File: src/rtl/core/dtbrc_pkg.sv
package dtbrc_pkg;

  localparam int MAX_PIXELS = 65536;
  localparam int POS_W      = $clog2(MAX_PIXELS);
  localparam int FRAME_W    = 17;
  localparam int DEPTH_W    = 32;
  localparam int WEIGHT_W   = 16;
  localparam int FRAC_W     = 16;
  localparam int PROD_W     = DEPTH_W + WEIGHT_W + 1;
  localparam int CFG_IDX_W  = 3;

  localparam logic [DEPTH_W-1:0]  DEPTH_INF  = '1;
  localparam logic [WEIGHT_W:0]   WEIGHT_ONE = (WEIGHT_W + 1)'(1 << WEIGHT_W);

  // register reset values
  localparam logic [WEIGHT_W-1:0] RST_WEIGHT       = '0;
  localparam logic [DEPTH_W-1:0]  RST_MIN_RANGE    = DEPTH_W'(655);
  localparam logic [DEPTH_W-1:0]  RST_MAX_RANGE    = DEPTH_W'(65536);
  localparam logic [FRAME_W-1:0]  RST_FRAME_PIXELS = FRAME_W'(4096);

  typedef enum logic [CFG_IDX_W-1:0] {
    REG_BLUR_ENABLE  = 3'd0,
    REG_OLD_WEIGHT   = 3'd1,
    REG_CLIP_ENABLE  = 3'd2,
    REG_MIN_RANGE    = 3'd3,
    REG_MAX_RANGE    = 3'd4,
    REG_FRAME_PIXELS = 3'd5
  } cfg_reg_t;

  // per-pixel control that travels with the depth value
  typedef struct packed {
    logic [POS_W-1:0] pos;
    logic             last;
    logic             blend;
    logic             wr;
  } item_t;

  // writes still in flight, used by the read-after-write interlock
  typedef struct packed {
    logic             v1;
    logic             wr1;
    logic [POS_W-1:0] pos1;
    logic             v2;
    logic             wr2;
    logic [POS_W-1:0] pos2;
  } pend_t;

  typedef struct packed {
    logic               en;
    logic [POS_W-1:0]   addr;
    logic [DEPTH_W-1:0] data;
  } wr_t;

  // index of the last pixel of a frame; zero acts as one, large values clamp
  function automatic logic [POS_W-1:0] frame_last(input logic [FRAME_W-1:0] fp);
    logic [POS_W-1:0] r;
    if (fp == '0) begin
      r = '0;
    end else if (fp > FRAME_W'(MAX_PIXELS)) begin
      r = POS_W'(MAX_PIXELS - 1);
    end else begin
      r = POS_W'(fp - FRAME_W'(1));
    end
    return r;
  endfunction

endpackage

File: src/rtl/core/dtbrc_pipe.sv
module dtbrc_pipe import dtbrc_pkg::*; (
  input  logic                clk,
  input  logic                rst,
  input  logic                acc,
  input  item_t               item,
  input  logic [DEPTH_W-1:0]  scene,
  input  logic [DEPTH_W-1:0]  rd_data,
  input  logic [WEIGHT_W-1:0] weight,
  input  logic                clip_en,
  input  logic [DEPTH_W-1:0]  min_range,
  input  logic [DEPTH_W-1:0]  max_range,
  input  logic                out_stall,
  output logic                ld1,
  output pend_t               pend,
  output wr_t                 wr,
  output logic                out_valid,
  output logic [DEPTH_W-1:0]  depth_out,
  output logic                frame_end
);

  // stage 1: history word arrives, multiply
  logic               v1;
  item_t              ctl1;
  logic [DEPTH_W-1:0] sc1;
  // stage 2: sum and write back
  logic               v2;
  item_t              ctl2;
  logic [DEPTH_W-1:0] sc2;
  logic               bl2;
  logic [PROD_W-1:0]  pa2;
  logic [PROD_W-1:0]  pb2;
  // stage 3: range clip
  logic               v3;
  logic               last3;
  logic [DEPTH_W-1:0] val3;

  logic               ld2, ld3, ld_o;
  logic [WEIGHT_W:0]  wc;
  logic               bl1;
  logic [PROD_W-1:0]  pa1, pb1, sum2;
  logic [DEPTH_W-1:0] val2;
  logic               clip3;

  assign ld_o = !out_valid || !out_stall;
  assign ld3  = !v3 || ld_o;
  assign ld2  = !v2 || ld3;
  assign ld1  = !v1 || ld2;

  assign wc  = WEIGHT_ONE - {1'b0, weight};
  assign bl1 = ctl1.blend && (sc1 != DEPTH_INF) && (rd_data != DEPTH_INF);
  assign pa1 = PROD_W'(wc) * PROD_W'(sc1);
  assign pb1 = PROD_W'(weight) * PROD_W'(rd_data);

  assign sum2 = pa2 + pb2;
  assign val2 = bl2 ? sum2[FRAC_W+DEPTH_W-1:FRAC_W] : sc2;

  assign clip3 = clip_en && !((val3 > min_range) && (val3 < max_range));

  assign wr.en   = v2 && ctl2.wr && ld3;
  assign wr.addr = ctl2.pos;
  assign wr.data = val2;

  assign pend.v1   = v1;
  assign pend.wr1  = ctl1.wr;
  assign pend.pos1 = ctl1.pos;
  assign pend.v2   = v2;
  assign pend.wr2  = ctl2.wr;
  assign pend.pos2 = ctl2.pos;

  always_ff @(posedge clk) begin
    if (rst) begin
      v1        <= 1'b0;
      v2        <= 1'b0;
      v3        <= 1'b0;
      out_valid <= 1'b0;
    end else begin
      if (ld1) begin
        v1 <= acc;
      end
      if (ld2) begin
        v2 <= v1;
      end
      if (ld3) begin
        v3 <= v2;
      end
      if (ld_o) begin
        out_valid <= v3;
      end
    end
  end

  always_ff @(posedge clk) begin
    if (ld1) begin
      ctl1 <= item;
      sc1  <= scene;
    end
    if (ld2) begin
      ctl2 <= ctl1;
      sc2  <= sc1;
      bl2  <= bl1;
      pa2  <= pa1;
      pb2  <= pb1;
    end
    if (ld3) begin
      val3  <= val2;
      last3 <= ctl2.last;
    end
    if (ld_o) begin
      depth_out <= clip3 ? DEPTH_INF : val3;
      frame_end <= last3;
    end
  end

  // two writes in flight never target the same location
  a_no_dup_pending: assert property (@(posedge clk) disable iff (rst)
    !(v1 && ctl1.wr && v2 && ctl2.wr && (ctl1.pos == ctl2.pos)))
    else $error("two pending writes to one history location");

  // a held stage keeps its value
  a_s3_hold: assert property (@(posedge clk) disable iff (rst)
    v3 && !ld3 |=> v3 && $stable(val3))
    else $error("clip stage lost its value while held");

endmodule
File: config.mk
export PLATFORM = sky130hd
export DESIGN_NAME = dtbrc_pipe
export DESIGN_NICKNAME = d
export VERILOG_FILES = /design/src/rtl/core/dtbrc_pkg.sv /design/src/rtl/core/dtbrc_pipe.sv
export SDC_FILE = /design/constraint.sdc
export NUM_CORES = 2
export LEC_CHECK = 0
export ABC_AREA = 1
export BUFFER_PORTS_ARGS = -buffer_cell sky130_fd_sc_hd__buf_2
export CAP_MARGIN = 20
export CORE_MARGIN = 2
export CORE_UTILIZATION = 50
export DETAILED_ROUTE_END_ITERATION = 6
export PLACE_DENSITY = 0.65
export SLEW_MARGIN = 40
export SYNTH_ARGS = -nofsm -noshare
export SYNTH_HDL_FRONTEND = slang
export SYNTH_SLANG_ARGS = --single-unit
File: constraint.sdc
create_clock -name clk -period 7.8 [get_ports clk]
set_input_delay 0 -clock clk [delete_from_list [all_inputs] [get_ports clk]]
set_output_delay 0 -clock clk [all_outputs]
set_load 0.005 [all_outputs]
Word-level counts from Yosys, hierarchy flattened
Index checks and enable logic that the tools add are counted.
{"block": "op_classes", "addsub": 2, "multipliers": 2, "order_cmp": 2, "eq_ne": 2, "n_mux": 1, "reduce_logical": 16}
{"op": "$ne A32 B32 Y1 const B", "n": 2}
{"op": "$add A48 B48 Y48", "n": 1}
{"op": "$mul A16 B32 Y48", "n": 1}
{"op": "$mul A17 B32 Y48", "n": 1}
{"op": "$gt A32 B32 Y1", "n": 1}
{"op": "$lt A32 B32 Y1", "n": 1}
{"op": "$mux W32", "n": 1}
{"op": "$sub A17 B16 Y17 const A", "n": 1}
{"op": "$logic_and A1 B1 Y1", "n": 6}
{"op": "$logic_not A1 Y1", "n": 6}
{"op": "$logic_or A1 B1 Y1", "n": 4}
{"block": "totals", "regBits": 268, "in_bits": 168, "out_inout_bits": 120, "wordCells": 45}

Longest topological paths before layout
{"block": "depth", "word_depth": 5, "mapped_depth": 34, "depth_no_buf": 32}

Least setup slack after synthesis
OpenSTA, ideal clock, no wires.
{"block": "synth_path", "path_kind": "input -> register", "startpoint": "in weight[0]", "endpoint": "reg pa2[44], data pin", "setup_ns": 0.253, "arrival_time_ns": 5.984, "required_time_ns": 7.547, "setup_slack_ns": 1.563, "stages": 30, "n_path_buf": 3, "cell_sequence": "clkbuf_1 buf_1 inv_1 ha_1 nand2_1 nand2_1 inv_2 clkbuf_1 nand2_1 fa_1 inv_1 fa_1 inv_1 fa_1 inv_1 fa_1 fa_1 inv_1 fa_1 inv_1 ha_1 a21oi_1 nor2_1 or2_2 a21oi_1 nand2_1 nand2_1 nand3_1 nand2_1 nand2_1"}
{"block": "synth_between", "elab_chain_len": 2}
{"element": "start, declared", "line_no": "dtbrc_pipe.sv:8", "rtl": "input logic [WEIGHT_W-1:0] weight,"}
{"element": "$sub A17 B16 Y17", "line_no": "dtbrc_pipe.sv:49", "rtl": "assign wc = WEIGHT_ONE - {1'b0, weight};"}
{"element": "$mul A17 B32 Y48", "line_no": "dtbrc_pipe.sv:51", "rtl": "assign pa1 = PROD_W'(wc) * PROD_W'(sc1);"}
{"element": "via pa1[44]", "line_no": "dtbrc_pipe.sv:40", "rtl": "logic [PROD_W-1:0] pa1, pb1, sum2;"}
{"element": "end signal, assigned", "line_no": "dtbrc_pipe.sv:101", "rtl": "pa2 <= pa1;"}
{"element": "end, declared", "line_no": "dtbrc_pipe.sv:30", "rtl": "logic [PROD_W-1:0] pa2;"}
The timed path passes the listed nets, and every way through them passes these cells.
A chain may end at the register's enable or synchronous reset.

Worst setup path after layout
{"block": "layout_path", "startpoint": "reg sc1[8]", "endpoint": "reg pa2[35], data pin"}
{"block": "layout_between", "elab_chain_len": 1}
{"element": "start, declared", "line_no": "dtbrc_pipe.sv:24", "rtl": "logic [DEPTH_W-1:0] sc1;"}
{"element": "start signal, assigned", "line_no": "dtbrc_pipe.sv:95", "rtl": "sc1 <= scene;"}
{"element": "$mul A17 B32 Y48", "line_no": "dtbrc_pipe.sv:51"}
{"element": "via pa1[35]", "line_no": "dtbrc_pipe.sv:40"}
The timed path passes the listed nets, and every way through them passes these cells.

==> parameters.txt <==
Parameter                              Value

Status
  Outcome ... finished clean

Routing
  Number of vias per cell ... 5.23
  Number of DRC markers after the initial detailed-route iteration ... 3,086
  Final WL ... 155,000 um
  Number of remaining DRC errors ... 0
  Remaining antenna violation count ... 0
  Number of iterations in the first detailed-routing pass ... 6
  Routed length per placed instance ... 19.4 um
  Count of vias placed by the detailed router ... 41,600

Synth
  Synth top area cells ... fa_1 (34%), edfxtp_1 (16%), nand2_1 (14%)
  Most used flip-flop cell after synthesis ... edfxtp_1
  Synthesis Warnings ... 0
  Sequential-to-total area share from yosys stat ... 15.9%
  Number of nets produced by synthesis ... 7,842
  Portion of synthesized cell area occupied by the leading cell type ... 34.5%
  Number of different library cells in the post-synthesis netlist ... 45
  Main combinational cell family by area after synthesis ... adder cells
  Area share of fa/ha/maj cells after synthesis ... 43.2%
  Asr flop ratio synth ... 0%
  Proportion of synthesized area in mux cells ... 0%
  Number of synthesized flops with an enable pin ... 264
  Average size of a mapped cell ... 7.78 um2
  Count of mapped cells out of synthesis ... 6,459
  Synthesized-area fraction occupied by ao, oa, aoi and oai cells ... 3.42%
  Most instantiated library cell after synthesis ... nand2_1
  Register bit count reported by yosys ... 268
  Synthesized cell area ... 50,300 um2
  Share of synthesized cell area in and, or, nand and nor gates ... 21.1%
  Xor/xnor cell area share of the yosys netlist ... 1.13%
  Most common library cells after synthesis ... nand2_1 (1,917), inv_1 (1,666), fa_1 (866), nor2_1 (389), ha_1 (349)
  Cell taking the most area after synthesis ... fa_1

Place
  Detailed-placement wirelength estimate ... 129,000 um
  Port Buffer Count ... 287
  Number of placed cells counting well taps ... 7,846
  Gpl congestion ... 0.996

Floorplan
  Die width ... 321 um
  Number of primary I/O pins ... 288
  Effective utilization at floorplan ... 50.3%
  Die area ... 103,000 um2
  Height of the die ... 321 um
  Row count ... 116
  Standard cell core area ... 99,900 um2

Worst hold path
  Worst hold path startpoint ... out_stall
  Class of the tightest hold or removal check ... input pin to flop
  Worst hold path endpoint ... depth_out[4]
  Hold Path Cell Cnt ... 3

GRT
  Combined global-route utilization of all metal layers ... 30.5%
  Initial antenna violation count ... 3
  Number of global-route vias before repair ... 42,900
  Remaining Overflow, GRT ... 0
  Pin count of the biggest net entering global routing ... 76
  First-pass GRT wire length ... 242,000 um

Timing
  Ratio of final minimum period to clock period ... 85.5%
  RSZ-0062 raised after global routing ... no
  Final number of setup-violating endpoints ... 0
  Fin. Hold Viols ... 0
  Worst Max-Slew Pin Slew ... 0.937 ns
  Final Max Tran Viols ... 0
  Final worst clock skew ... 0.0220 ns
  Setup tns final ... 0 ns
  Normalized max-slew margin ... 37.5%
  Highest clock frequency the design can meet ... 150 MHz
  Final period demand of the worst path ... 6.67 ns

Critical path
  Category of the worst setup path launch point ... flop
  Type of destination of the critical path ... flop
  Biggest fanout along the worst timing path ... 14
  Data arrival, critical path ... 7.00 ns
  Worst setup slack for register-to-register paths ... 1.13 ns
  Required time of the worst setup path ... 8.13 ns
  Startpoint of the most critical register-to-register path ... sc1[8]
  R2R Path End ... pa2[35]
  Type of the worst setup path ... flop to flop
  Worst reg2reg path depth ... 23

CTS
  Number of sinks handled by clock tree synthesis ... 268
  Buffer depth of the longest clock path ... 3
  Number of CTS-inserted buffers ... 29
  CTS HTree Levels ... 1
  CTS root buffer ... clkbuf_16
  Skew-Pair Late Insertion Delay ... 0.61 ns
  TritonCTS clock tree ... yes
  Clock Pin Slew Worst Setup and Hold Paths ... 0.07 ns

Finish
  Area grow syn2layout ... 7.95%
  Number of nets in the finished design ... 8,020
  Final Non-Filler Cells ... 7,960
  Share of layout cells above drive strength 1 ... 7.46%

Job
  Max-cap violations ... 0
[registers in the layout (all words and copies together), names as in the netlist]
signal     flops
pa2           48
pb2           48
pend          34
depth_out     32
sc1           32
sc2           32
val3          32
ctl1           2
bl2            1
ctl2           1
frame_end      1
last3          1
out_valid      1
v1             1
v2             1
v3             1
[final cells by class]
class | instances | area [um2]
Clock inverter | 22 | 303
Tap cell | 1298 | 1620
Multi-Input combinational cell | 4242 | 34600
Inverter | 1683 | 6320
Sequential cell | 268 | 8010
Fill cell | 9569 | 45600
Clock buffer | 31 | 733
Timing Repair Buffer | 413 | 2630
Antenna cell | 3 | 7.51
[kinds of logic (layout without fill, tap and decap cells)]
group                      after synthesis  after routing
xor gates and xnor gates                65             65
AOI/OAI and AO/OA                      321            321
and+or+nand+nor                       2641           2641
other                                    0              3
buffers and inverters                 1949           2149
DFF                                    268            268
adders and majority gates             1215           1215
[timing repair]
item / 4_1_cts / 5_1_grt
hold buffers: 54 / 0
hold endpoints to repair: 56 / 0
setup endpoints to repair: 0 / 0
buffers inserted: 0 / 0
gates resized for setup: 0 / 0
[cells in the final DEF, fill, tap and decap left out, types with 6 or more instances in the layout]
| master | instances |
|---|---|
| nor2_1 | 389 |
| clkinv_2 | 6 |
| a21boi_0 | 6 |
| nor4_1 | 10 |
| inv_1 | 1664 |
| nand2_2 | 16 |
| fa_1 | 866 |
| xor2_1 | 46 |
| a21oi_1 | 192 |
| nand2_1 | 1915 |
| o21bai_1 | 11 |
| nor3_1 | 27 |
| dlygate4sd3_1 | 54 |
| nor2_2 | 31 |
| buf_2 | 287 |
| nand3b_1 | 6 |
| bufinv_16 | 7 |
| o21ai_0 | 84 |
| clkbuf_16 | 29 |
| nand4_1 | 68 |
| ha_1 | 348 |
| o21a_1 | 7 |
| a21o_1 | 14 |
| buf_6 | 10 |
| nand3_1 | 147 |
| edfxtp_1 | 264 |
| or2_2 | 9 |
| xnor2_1 | 19 |
| clkinv_1 | 7 |
| inv_2 | 14 |
| buf_4 | 55 |
[worst max-delay path by stage]
stage | start | to | slack [ns] | cells after the start
floorplan | weight[0] | pa2[44] | 1.56 | 30
global placement | weight[0] | pa2[35] | 0.89 | 29
detailed placement | weight[0] | pa2[35] | 0.83 | 29
CTS | sc1[8] | pa2[35] | 1.21 | 23
global route | sc1[8] | pa2[35] | 0.88 | 22
finish | sc1[8] | pa2[35] | 1.13 | 23
[worst max-delay path, stage by stage, from the launching register on]
cell	delay [ns]
edfxtp_1	0.92
inv_1	0.37
nor2_1	0.24
fa_1	0.42
inv_1	0.08
fa_1	0.47
fa_1	0.52
inv_1	0.05
fa_1	0.44
fa_1	0.52
inv_1	0.05
fa_1	0.48
inv_1	0.07
ha_1	0.34
a21oi_1	0.21
o21ai_0	0.17
a21oi_1	0.14
nand2_1	0.22
nand2_1	0.12
nand2_1	0.17
nand2_1	0.19
nand2_1	0.06
nand2_1	0.06
nand2_1	0.09
[stage by stage]
stage / hold WS (ns) / utilization [%] / setup slack, ns / area, um2
after floorplan: 0.0691 / - / 1.56 / 50300
after global placement: 0.177 / 52.6 / 0.890 / 52500
after CTS: 0.00345 / 54.3 / 1.21 / 54200
final: 0.0212 / 54.4 / 1.13 / 54300
after detailed placement: 0.178 / 52.7 / 0.832 / 52600
after global routing: 0.0382 / 54.3 / 0.885 / 54300
[layer usage]
layer / share of wire, % / GRT usage [%] / up-vias / routed length, um
li1: - / - / 19200 / -
met1: 42 / 41.7 / 20500 / 65100
met2: 46 / 50.4 / 1687 / 71900
met3: 8.2 / 4.29 / 264 / 12700
met4: 3.2 / 8.99 / 2 / 4950
met5: 0.0084 / 0 / - / 13
Power is not shown: default switching activity piles up to over one toggle a cycle in this logic, so the estimate is an artifact.
